<file path="config.mk">
export PLATFORM = sky130hd
export DESIGN_NAME = cursor_sequence_buffer_top
export DESIGN_NICKNAME = d
export VERILOG_FILES = /design/src/rtl/core/csb_pkg.sv /design/src/rtl/core/cursor_sequence_buffer_top.sv /design/src/rtl/core/csb_cell.sv /design/src/rtl/core/csb_ctrl.sv
export SDC_FILE = /design/constraint.sdc
export NUM_CORES = 2
export LEC_CHECK = 0
export ABC_AREA = 1
export ABC_CLOCK_PERIOD_IN_PS = 12350
export BUFFER_PORTS_ARGS = -buffer_cell sky130_fd_sc_hd__buf_2
export CORE_MARGIN = 2
export CORE_UTILIZATION = 50
export CTS_CLUSTER_SIZE = 16
export DETAILED_ROUTE_END_ITERATION = 12
export PLACE_DENSITY = 0.66
export SLEW_MARGIN = 20
export SYNTH_ARGS = -nofsm -noshare
export SYNTH_HDL_FRONTEND = slang
export SYNTH_SLANG_ARGS = --single-unit
</file>
<file path="constraint.sdc">
create_clock -name clk -period 12.35 [get_ports clk]
set_input_delay 0.6175 -clock clk [delete_from_list [all_inputs] [get_ports clk]]
set_output_delay 0.6175 -clock clk [all_outputs]
set_load 0.03 [all_outputs]
</file>
<file path="src/rtl/core/csb_pkg.sv">
// ============================================================================
// csb_pkg
// Shared types and operation codes for the cursor sequence buffer.
// ============================================================================
package csb_pkg;

    localparam logic [2:0] OP_START   = 3'd0;
    localparam logic [2:0] OP_ADVANCE = 3'd1;
    localparam logic [2:0] OP_INSERT  = 3'd2;
    localparam logic [2:0] OP_ATTACH  = 3'd3;
    localparam logic [2:0] OP_REMOVE  = 3'd4;

    typedef struct packed {
        logic [2:0]  operation;
        logic [31:0] entry_value;
    } item_t;

    typedef struct packed {
        logic [31:0] current_value;
        logic        has_item;
        logic [4:0]  entry_count;
        logic        error_flag;
    } result_t;

    typedef struct packed {
        logic open_gap;
        logic close_gap;
    } shift_cmd_t;

endpackage

</file>
<file path="src/rtl/core/cursor_sequence_buffer_top.sv">
// An item beat is taken only while idle: the cells shift and the cursor moves as
// it is taken, the current entry ripples through the collect register of each
// cell, and the result register is loaded when no earlier result is stalled.
// A waiting result does not block the next item beat.
// Reset clears count and cursor; entry storage is not reset.
// ============================================================================
// cursor_sequence_buffer_top
// Ordered store with one cursor, built as a row of shifting cells with a
// collect chain that delivers the current entry.
// ============================================================================
module cursor_sequence_buffer_top #(
    parameter int DEPTH      = 16,
    parameter int DATA_WIDTH = 32
) (
    input  logic              clk,
    input  logic              rst_n,
    input  logic              item_valid,
    output logic              item_stall,
    input  csb_pkg::item_t    item,
    output logic              result_valid,
    input  logic              result_stall,
    output csb_pkg::result_t  result
);

    localparam int IW = $clog2(DEPTH);
    localparam int CW = $clog2(DEPTH + 1);

    csb_pkg::shift_cmd_t    cmd;
    logic [IW-1:0]          pos;
    logic [CW-1:0]          cursor;
    logic [63:0]            value_wide;
    logic [DATA_WIDTH-1:0]  ins_value;
    logic [DATA_WIDTH-1:0]  cell_data [DEPTH];
    logic [DATA_WIDTH-1:0]  col_chain [DEPTH+1];

    assign value_wide   = 64'(item.entry_value);
    assign ins_value    = value_wide[DATA_WIDTH-1:0];
    assign col_chain[0] = '0;

    csb_ctrl #(
        .DEPTH      (DEPTH),
        .DATA_WIDTH (DATA_WIDTH),
        .IW         (IW),
        .CW         (CW)
    ) u_ctrl (
        .clk          (clk),
        .rst_n        (rst_n),
        .item_valid   (item_valid),
        .item_stall   (item_stall),
        .item         (item),
        .result_valid (result_valid),
        .result_stall (result_stall),
        .result       (result),
        .cmd          (cmd),
        .pos          (pos),
        .cursor       (cursor),
        .col_last     (col_chain[DEPTH])
    );

    for (genvar i = 0; i < DEPTH; i++)
    begin : g_cell
        logic [DATA_WIDTH-1:0] left_data;
        logic [DATA_WIDTH-1:0] right_data;

        if (i == 0)
        begin : g_first
            assign left_data = cell_data[i];
        end
        else
        begin : g_inner_left
            assign left_data = cell_data[i-1];
        end

        if (i == DEPTH - 1)
        begin : g_last
            assign right_data = cell_data[i];
        end
        else
        begin : g_inner_right
            assign right_data = cell_data[i+1];
        end

        csb_cell #(
            .DATA_WIDTH (DATA_WIDTH),
            .IW         (IW),
            .CW         (CW),
            .INDEX      (i)
        ) u_cell (
            .clk        (clk),
            .cmd        (cmd),
            .pos        (pos),
            .ins_value  (ins_value),
            .left_data  (left_data),
            .right_data (right_data),
            .cursor     (cursor),
            .col_in     (col_chain[i]),
            .data       (cell_data[i]),
            .col_out    (col_chain[i+1])
        );
    end

endmodule

</file>
<file path="src/rtl/core/csb_cell.sv">
// ============================================================================
// csb_cell
// One storage cell of the row: holds an entry, shifts with its neighbours
// and passes the current entry down the collect chain.
// ============================================================================
module csb_cell #(
    parameter int DATA_WIDTH = 32,
    parameter int IW         = 4,
    parameter int CW         = 5,
    parameter int INDEX      = 0
) (
    input  logic                   clk,
    input  csb_pkg::shift_cmd_t    cmd,
    input  logic [IW-1:0]          pos,
    input  logic [DATA_WIDTH-1:0]  ins_value,
    input  logic [DATA_WIDTH-1:0]  left_data,
    input  logic [DATA_WIDTH-1:0]  right_data,
    input  logic [CW-1:0]          cursor,
    input  logic [DATA_WIDTH-1:0]  col_in,
    output logic [DATA_WIDTH-1:0]  data,
    output logic [DATA_WIDTH-1:0]  col_out
);

    logic [DATA_WIDTH-1:0] data_reg;
    logic [DATA_WIDTH-1:0] data_next;
    logic [DATA_WIDTH-1:0] col_reg;
    logic [DATA_WIDTH-1:0] col_next;
    logic                  is_current;

    assign is_current = (cursor == CW'(INDEX + 1));

    always_comb
    begin
        data_next = data_reg;
        if (cmd.open_gap)
        begin
            if (IW'(INDEX) > pos)
            begin
                data_next = left_data;
            end
            else if (IW'(INDEX) == pos)
            begin
                data_next = ins_value;
            end
        end
        else if (cmd.close_gap)
        begin
            if (IW'(INDEX) >= pos)
            begin
                data_next = right_data;
            end
        end
        col_next = is_current ? data_reg : col_in;
    end

    always_ff @(posedge clk)
    begin
        data_reg <= data_next;
        col_reg  <= col_next;
    end

    assign data    = data_reg;
    assign col_out = col_reg;

endmodule

</file>
<file path="src/rtl/core/csb_ctrl.sv">
// ============================================================================
// csb_ctrl
// Operation decode, count and cursor upkeep, beat handshakes and the
// result register of the cursor sequence buffer.
// ============================================================================
module csb_ctrl #(
    parameter int DEPTH      = 16,
    parameter int DATA_WIDTH = 32,
    parameter int IW         = 4,
    parameter int CW         = 5
) (
    input  logic                   clk,
    input  logic                   rst_n,
    input  logic                   item_valid,
    output logic                   item_stall,
    input  csb_pkg::item_t         item,
    output logic                   result_valid,
    input  logic                   result_stall,
    output csb_pkg::result_t       result,
    output csb_pkg::shift_cmd_t    cmd,
    output logic [IW-1:0]          pos,
    output logic [CW-1:0]          cursor,
    input  logic [DATA_WIDTH-1:0]  col_last
);

    localparam logic ST_IDLE = 1'b0;
    localparam logic ST_RUN  = 1'b1;

    logic              state_reg;
    logic              state_next;
    logic [CW-1:0]     wait_reg;
    logic [CW-1:0]     wait_next;
    logic [CW-1:0]     count_reg;
    logic [CW-1:0]     count_next;
    logic [CW-1:0]     cursor_reg;
    logic [CW-1:0]     cursor_next;
    logic              err_reg;
    logic              err_next;
    logic              result_valid_reg;
    logic              result_valid_next;
    csb_pkg::result_t  result_reg;
    csb_pkg::result_t  result_next;

    logic                accept;
    logic                has;
    logic                full;
    logic                done;
    logic                load;
    logic                dec_err;
    logic [CW-1:0]       dec_count;
    logic [CW-1:0]       dec_cursor;
    logic [IW-1:0]       dec_pos;
    csb_pkg::shift_cmd_t dec_cmd;
    logic [63:0]         col_wide;

    assign item_stall = (state_reg != ST_IDLE);
    assign accept     = item_valid && (state_reg == ST_IDLE);
    assign has        = (cursor_reg != '0);
    assign full       = (count_reg == CW'(DEPTH));
    assign done       = (state_reg == ST_RUN) && (wait_reg == CW'(DEPTH));
    assign load       = done && (!result_valid_reg || !result_stall);
    assign col_wide   = 64'(col_last);

    always_comb
    begin
        dec_err    = 1'b0;
        dec_count  = count_reg;
        dec_cursor = cursor_reg;
        dec_pos    = '0;
        dec_cmd    = '0;
        case (item.operation)
            csb_pkg::OP_START:
            begin
                dec_cursor = (count_reg != '0) ? CW'(1) : '0;
            end
            csb_pkg::OP_ADVANCE:
            begin
                if (!has)
                begin
                    dec_err = 1'b1;
                end
                else
                begin
                    dec_cursor = (cursor_reg < count_reg) ? cursor_reg + CW'(1) : '0;
                end
            end
            csb_pkg::OP_INSERT:
            begin
                if (full)
                begin
                    dec_err = 1'b1;
                end
                else
                begin
                    dec_pos          = has ? IW'(cursor_reg - CW'(1)) : '0;
                    dec_cmd.open_gap = 1'b1;
                    dec_count        = count_reg + CW'(1);
                    dec_cursor       = CW'(dec_pos) + CW'(1);
                end
            end
            csb_pkg::OP_ATTACH:
            begin
                if (full)
                begin
                    dec_err = 1'b1;
                end
                else
                begin
                    dec_pos          = has ? IW'(cursor_reg) : IW'(count_reg);
                    dec_cmd.open_gap = 1'b1;
                    dec_count        = count_reg + CW'(1);
                    dec_cursor       = CW'(dec_pos) + CW'(1);
                end
            end
            csb_pkg::OP_REMOVE:
            begin
                if (!has)
                begin
                    dec_err = 1'b1;
                end
                else
                begin
                    dec_pos           = IW'(cursor_reg - CW'(1));
                    dec_cmd.close_gap = 1'b1;
                    dec_count         = count_reg - CW'(1);
                    dec_cursor        = (cursor_reg == count_reg) ? '0 : cursor_reg;
                end
            end
            default:
            begin
                dec_err = 1'b1;
            end
        endcase
    end

    always_comb
    begin
        state_next        = state_reg;
        wait_next         = wait_reg;
        count_next        = count_reg;
        cursor_next       = cursor_reg;
        err_next          = err_reg;
        result_valid_next = result_valid_reg && result_stall;
        result_next       = result_reg;
        cmd               = '0;
        if (accept)
        begin
            state_next  = ST_RUN;
            wait_next   = '0;
            count_next  = dec_count;
            cursor_next = dec_cursor;
            err_next    = dec_err;
            cmd         = dec_cmd;
        end
        else if ((state_reg == ST_RUN) && !done)
        begin
            wait_next = wait_reg + CW'(1);
        end
        if (load)
        begin
            state_next                = ST_IDLE;
            result_valid_next         = 1'b1;
            result_next.current_value = col_wide[31:0];
            result_next.has_item      = (cursor_reg != '0);
            result_next.entry_count   = 5'(count_reg);
            result_next.error_flag    = err_reg;
        end
    end

    always_ff @(posedge clk or negedge rst_n)
    begin
        if (!rst_n)
        begin
            state_reg        <= ST_IDLE;
            wait_reg         <= '0;
            count_reg        <= '0;
            cursor_reg       <= '0;
            err_reg          <= 1'b0;
            result_valid_reg <= 1'b0;
        end
        else
        begin
            state_reg        <= state_next;
            wait_reg         <= wait_next;
            count_reg        <= count_next;
            cursor_reg       <= cursor_next;
            err_reg          <= err_next;
            result_valid_reg <= result_valid_next;
        end
    end

    always_ff @(posedge clk)
    begin
        result_reg <= result_next;
    end

    assign pos          = dec_pos;
    assign cursor       = cursor_reg;
    assign result_valid = result_valid_reg;
    assign result       = result_reg;

    a_count_range: assert property (@(posedge clk) disable iff (!rst_n)
        count_reg <= CW'(DEPTH))
        else $error("entry count beyond depth");

    a_cursor_range: assert property (@(posedge clk) disable iff (!rst_n)
        cursor_reg <= count_reg)
        else $error("cursor beyond last entry");

    a_busy_after_accept: assert property (@(posedge clk) disable iff (!rst_n)
        accept |=> item_stall)
        else $error("item beat taken while busy");

    a_state_held: assert property (@(posedge clk) disable iff (!rst_n)
        !accept |=> ($stable(count_reg) && $stable(cursor_reg)))
        else $error("count or cursor moved without an item beat");

    a_result_from_run: assert property (@(posedge clk) disable iff (!rst_n)
        $rose(result_valid_reg) |-> $past(state_reg == ST_RUN))
        else $error("result raised outside a run");

endmodule
</file>
# Word-level counts from Yosys, hierarchy flattened

Cells that the tools add are included.

Bitwise gates (word level): 1
Reduce and logical (&&, ||, !) cells: 54
Magnitude comparators: 32
Eq/ne operators: 60
Add/sub/neg operators: 7
Muxes and demuxes: 121

Operators by type and width:

| cell                                                | count |
|---|---|
| 2-to-1 mux 32 bit                                   | 92 |
| 2-to-1 mux 5 bit                                    | 10 |
| != test 3 x 1 -> 1 bit (second input constant)      | 14 |
| AND reduction 3 bit                                 | 14 |
| == test 5 x 4 -> 1 bit (second input constant)      | 8 |
| nonzero test 2 bit                                  | 20 |
| == test 4 bit (first input constant)                | 8 |
| > comparator 4 bit (first input constant)           | 8 |
| >= comparator 4 bit (first input constant)          | 7 |
| one-hot mux 5 bit (5 select lines)                  | 1 |
| == test 5 x 3 -> 1 bit (second input constant)      | 4 |
| == test 3 x 4 -> 1 bit (first input constant)       | 4 |
| >= comparator 3 x 4 -> 1 bit (first input constant) | 4 |
| > comparator 3 x 4 -> 1 bit (first input constant)  | 4 |
| 2-to-1 mux 4 bit                                    | 4 |
| adder 5 x 1 -> 5 bit (second input constant)        | 3 |
| == test 5 bit (second input constant)               | 3 |
| nonzero test 5 bit                                  | 3 |
| one-hot mux 4 bit (3 select lines)                  | 1 |
| adder 4 x 1 -> 5 bit (second input constant)        | 2 |
| == test 5 x 2 -> 1 bit (second input constant)      | 2 |
| 2-to-1 mux 1 bit                                    | 10 |
| one-hot mux 5 bit (2 select lines)                  | 1 |
| == test 2 x 4 -> 1 bit (first input constant)       | 2 |
| 27 further kinds                                    | 46 |

Bits in registers: 1081

# Logic depth before layout (Yosys ltp)

Word-level depth: 8
Depth in mapped cells: 17
Depth with buffers taken out: 17

# Hierarchy

A second synthesis with hierarchy kept.

Cell total of the unflattened synthesis: 6648
Area, all modules: 52534.1 um2

By module, submodules not included:

| module                       | instances | sequential area each (um2) | area an instance (um2) | cells each |
|---|---|---|---|---|
| csb_cell (g_cell[15].u_cell) | 1         | 1601.5                     | 3274.4                 | 414 |
| csb_cell (g_cell[7].u_cell)  | 1         | 1601.5                     | 3266.9                 | 416 |
| csb_cell (g_cell[10].u_cell) | 1         | 1601.5                     | 3245.6                 | 423 |
| csb_cell (g_cell[14].u_cell) | 1         | 1601.5                     | 3220.6                 | 423 |
| csb_cell (g_cell[1].u_cell)  | 1         | 1601.5                     | 3181.8                 | 422 |
| csb_cell (g_cell[3].u_cell)  | 1         | 1601.5                     | 3176.8                 | 422 |
| csb_cell (g_cell[13].u_cell) | 1         | 1601.5                     | 3163.0                 | 423 |
| csb_cell (g_cell[11].u_cell) | 1         | 1601.5                     | 3158.0                 | 418 |
| csb_cell (g_cell[6].u_cell)  | 1         | 1601.5                     | 3144.3                 | 421 |
| csb_cell (g_cell[2].u_cell)  | 1         | 1601.5                     | 3135.5                 | 419 |
| csb_cell (g_cell[5].u_cell)  | 1         | 1601.5                     | 3121.7                 | 423 |
| csb_cell (g_cell[9].u_cell)  | 1         | 1601.5                     | 3110.5                 | 421 |
| csb_cell (g_cell[4].u_cell)  | 1         | 1601.5                     | 3100.5                 | 420 |
| csb_cell (g_cell[12].u_cell) | 1         | 1601.5                     | 3099.2                 | 388 |
| 4 more rows                  | --        | --                         | --                     | -- |

# Least setup slack after synthesis

Ideal clock, no wire load.

Path type: flip-flop to flip-flop
Start: reg u_ctrl.wait_reg[0]
End: reg u_ctrl.result_reg (netlist bit u_ctrl.result[0]), enable pin
Period minus slack after synthesis: 4211 ps
Path buffers: 0
Data required time: 11856 ps
Stages on the path, launching flop included: 5
Library setup time: 494 ps
Arrival time: 3716 ps
Path slack: 8139 ps
Path through: dfrtp_1 inv_1 ha_1 nand4_1 nor3b_1

Longest elaborated chain between the ends: 3

Ends and longest elaborated chain:

| element                  | line            | source |
|---|---|---|
| start: declaration       | csb_ctrl.sv:31  | `logic [CW-1:0] wait_reg;` |
| start signal: assignment | csb_ctrl.sv:184 | `wait_reg <= wait_next;` |
| == test 5 bit            | csb_ctrl.sv:60  | `assign done = (state_reg == ST_RUN) && (wait_reg == CW'(DEPTH));` |
| logical AND 1 bit        | csb_ctrl.sv:60  |  |
| logical AND 1 bit        | csb_ctrl.sv:61  | `assign load = done && (!result_valid_reg \|\| !result_stall);` |
| net u_ctrl.load          | csb_ctrl.sv:48  | `logic load;` |
| end signal: assignment   | csb_ctrl.sv:194 | `result_reg <= result_next;` |
| end: declaration         | csb_ctrl.sv:41  | `csb_pkg::result_t result_reg;` |

The timed path passes the listed nets, and every way through them passes these cells.
A chain may end at the register's enable or synchronous reset.

# Final worst setup path

Start: reg u_ctrl.cursor_reg[0] (netlist: u_ctrl.cursor[0])
End: reg g_cell[6].u_cell.data_reg[10], enable pin

Longest elaborated chain between the ends: 7
Elaborated cells between the ends (all ways): 17

Ends and longest elaborated chain:

| element                                                                       | line                                             | source |
|---|---|---|
| start: declaration                                                            | csb_ctrl.sv:35                                   | `logic [CW-1:0] cursor_reg;` |
| start signal: assignment                                                      | csb_ctrl.sv:186                                  | `cursor_reg <= cursor_next;` |
| subtractor 4 x 1 -> 4 bit / nonzero test 5 bit (equally long branches)        | csb_ctrl.sv:95, csb_ctrl.sv:123, csb_ctrl.sv:58  |  |
| 2-to-1 mux 4 bit (on tied branches)                                           | csb_ctrl.sv:95, csb_ctrl.sv:117, csb_ctrl.sv:109 |  |
| 2-to-1 mux 4 bit (on tied branches)                                           | csb_ctrl.sv:89, csb_ctrl.sv:103                  |  |
| one-hot mux 4 bit (3 select lines)                                            | csb_ctrl.sv:71                                   | `case (item.operation)` |
| > comparator 3 x 4 -> 1 bit (tied with other cells)                           | csb_cell.sv:37                                   | `if (IW'(INDEX) > pos)` |
| != test 3 x 1 -> 1 bit (no line) / nonzero test 2 bit (equally long branches) | --                                               |  |
| AND reduction 3 bit (no line) *                                               | --                                               |  |
| end signal: assignment                                                        | csb_cell.sv:58                                   | `data_reg <= data_next;` |
| end: declaration                                                              | csb_cell.sv:24                                   | `logic [DATA_WIDTH-1:0] data_reg;` |

Every way passes the cells marked *; elsewhere a longest branch is shown, timed or not.

==> run_results.csv <==
group,metric,value,unit
synth,syn-cell-area,45100,um^2
timing,slew-limit-headroom,26.2,%
worst_setup_path,rr_worst_depth,13,
synth,yosysTopAreaCellShare,36.7,%
global_route,grt_pass1_wl,177,mm
timing,tightest_slew,1.11,ns
timing,final_hold_viol_count,0,
floorplanning,core_area,89700,um^2
worst_setup_path,cp_data_required_time,12.63,ns
timing,slew_violations,0,
flow_run,drv_cap,0,
place,place_hpwl,73.3,mm
hold_path,hold_start,"result_stall",
power_and_ir_drop,p_per_area,205,nW/um^2
floorplanning,die_x,304,um
timing,setup_ws,7.66,ns
worst_setup_path,worst_setup_path_start_kind,"register",
layout,synthToLayoutAreaGrowth,10.6,%
worst_setup_path,critPathKind,"register to register",
timing,rsz0062_at_grt,"no",
synth,synth_seq_cells,1081,
power_and_ir_drop,irDropWorstVdd,0.150,mV
worst_setup_path,end_kind,"register",
route,dr.pass1.iters,8,
route,wirelength,113,mm
clocking,cts_resized,0,
hold_path,hold_path.class,"primary input to register",
synth,ys_top_cells_by_area,"edfxtp_1, dfxtp_1, nand2_1",
floorplanning,std_cell_rows,110,
synth,netlist_instances,4920,
worst_setup_path,crit_start,"u_ctrl.cursor[0]",
worst_setup_path,reg2reg_slack,7.66,ns
timing,fin_crit_sh,37.9,%
floorplanning,ios,80,
route,via_count,33200,
timing,fin_crit,4.69,ns
global_route,grtUsageTotal,23.9,%
route,drt.antenna.violating_nets,0,
clocking,cts-htree-levels,3,
worst_setup_path,critPathMaxFanout,66,
worst_setup_path,crit_end,"g_cell[6].u_cell.data[10]",
synth,yosys.area.top_type,"edfxtp_1",
clocking,cts_tree,"yes",
synth,yosysSeqAreaShare,60.4,%
clocking,cts_setup_buffers,0,
floorplanning,die_height,304,um
floorplanning,dieArea,92600,um^2
synth,synth_edf_count,551,
clocking,numClockSinks,1081,
global_route,grt_pass1_vias,30300,
status,outcome,"finished, final reports clean",
route,viasPerCell,5.43,
synth,synth_async_sr_flop_share,1.67,%
worst_setup_path,r2r_start,"u_ctrl.cursor[0]",
synth,ys_types,42,
synth,syn_avg_cell_area,9.17,um^2
route,drt_iter0_drc,3711,
timing,skew,0.0143,ns
power_and_ir_drop,leakage,20.4,nW
synth,ys.flop_type,"edfxtp_1",
floorplanning,start_util,50.3,%
clocking,insertion_delay,0.67,ns
global_route,antenna_found_initial,1,
layout,nNetsFinal,4903,
layout,mostFrequentLayoutCells,"nand2_1, edfxtp_1, o21ai_0",
layout,fillers,7871,
place,port_buffers,79,
route,routedWlPerCell,18.5,um
synth,yosysWarnings,0,
layout,drive_above_1_share,9.96,%
synth,synth_nets,4977,
route,drcViolationCount,0,
global_route,overflow,0,
clocking,clockRootBuffer,"clkbuf_16",
worst_setup_path,r2r_end,"g_cell[6].u_cell.data[10]",
timing,fmax,213,MHz
clocking,holdBufCountCts,1,
global_route,grt_max_degree,240,
timing,setup-tns-final,0,ns
place,place_ws,7.27,ns
place,gp_congestion,0.876,
clocking,path_clk_slew,0.06,ns
clocking,clock_path_buffers,3,
clocking,cts_buffers,105,
timing,finalSetupViolCount,0,
layout,final_common_cell,"nand2_1",
worst_setup_path,critPathArrivalTime,4.97,ns
## routing by layer
metal,global-route usage (%),wire length (um),part of all wire [%],vias up
li1,-,-,-,16300
met1,38.1,54400,48,15400
met2,34.0,46200,41,1420
met3,3.70,10700,9.5,127
met4,5.41,1700,1.5,0
met5,0,0,0,-
## kinds of logic after synthesis
| kind of cell | count (synthesis) | share of synthesized area, % |
|---|---|---|
| fa+ha+maj | 18 | 0.516 |
| mux | 126 | 3.15 |
| compound gates | 933 | 10.9 |
| xor+xnor | 9 | 0.175 |
| simple gates | 1983 | 18.1 |
| flops | 1081 | 60.4 |
| buf+inv | 770 | 6.79 |
## stage by stage
stage / cells / utilization, % / area (um^2) / total power [mW] / hold slack (ns)
global route: 6115 / 55.6 / 49900 / 10.7 / 0.186
detailed placement: 5913 / 51.5 / 46200 / 6.93 / 0.389
finish: 6115 / 55.6 / 49900 / 10.2 / 0.166
CTS: 6113 / 55.5 / 49800 / 10.2 / 0.139
floorplan: 4920 / - / 45100 / 6.36 / 0.322
global placement: 5912 / 51.5 / 46200 / 6.87 / 0.386
## synth_stat cells, types with 4 or more instances
cell	number
a21oi_1	164
a22oi_1	64
buf_1	24
buf_2	99
buf_4	5
buf_6	4
clkbuf_1	174
clkinv_1	30
dfrtp_1	18
dfxtp_1	512
edfxtp_1	551
ha_1	17
inv_1	422
inv_2	12
mux2_2	126
nand2_1	1250
nand2_2	9
nand2_4	4
nand3_1	459
nor2_1	238
nor2_2	4
nor2_4	6
nor3_1	4
o21ai_0	538
o21ai_1	123
o22ai_1	36
xor2_1	6
## power by group
group | switching, mW | internal (mW) | total [mW]
logic | 1.35 | 0.685 | 2.03
registers | 0.236 | 4.62 | 4.86
clock network | 1.37 | 1.95 | 3.32
total | 2.95 | 7.25 | 10.2
## cell type report
type,instances,area (um^2),area share [%]
inverter,464,1750,3.51
timing repair buffer,125,793,1.59
antenna,1,2.50,0.00502
tap,1176,1470,2.95
clock inverter,45,518,1.04
multi-input combinational,3069,15000,30.1
sequential,1081,27200,54.6
clock buffer,154,3100,6.21
## critical path: stages, from the launching register on
cell      delay [ns]
dfrtp_1         0.43
inv_1           0.23
ha_1            0.29
nand2_2         0.12
nor2_4          0.18
nor2_1          0.08
nand2_2         0.07
nand2_4         0.30
clkinv_2        0.11
buf_4           0.41
buf_4           0.76
nand2_1         0.11
buf_4           0.29
nor2_4          0.81
## how the worst min path moves through the flow
stage	end	slack [ns]	cells after the start
finish	u_ctrl.result_valid	0.17	3
global route	u_ctrl.result_valid	0.19	3
CTS	u_ctrl.result_valid	0.14	3
detailed placement	u_ctrl.result[24]	0.39	0
global placement	u_ctrl.result[13]	0.39	0
floorplan	u_ctrl.count_reg[0]	0.32	0
Power figures use the tool's default switching activity.
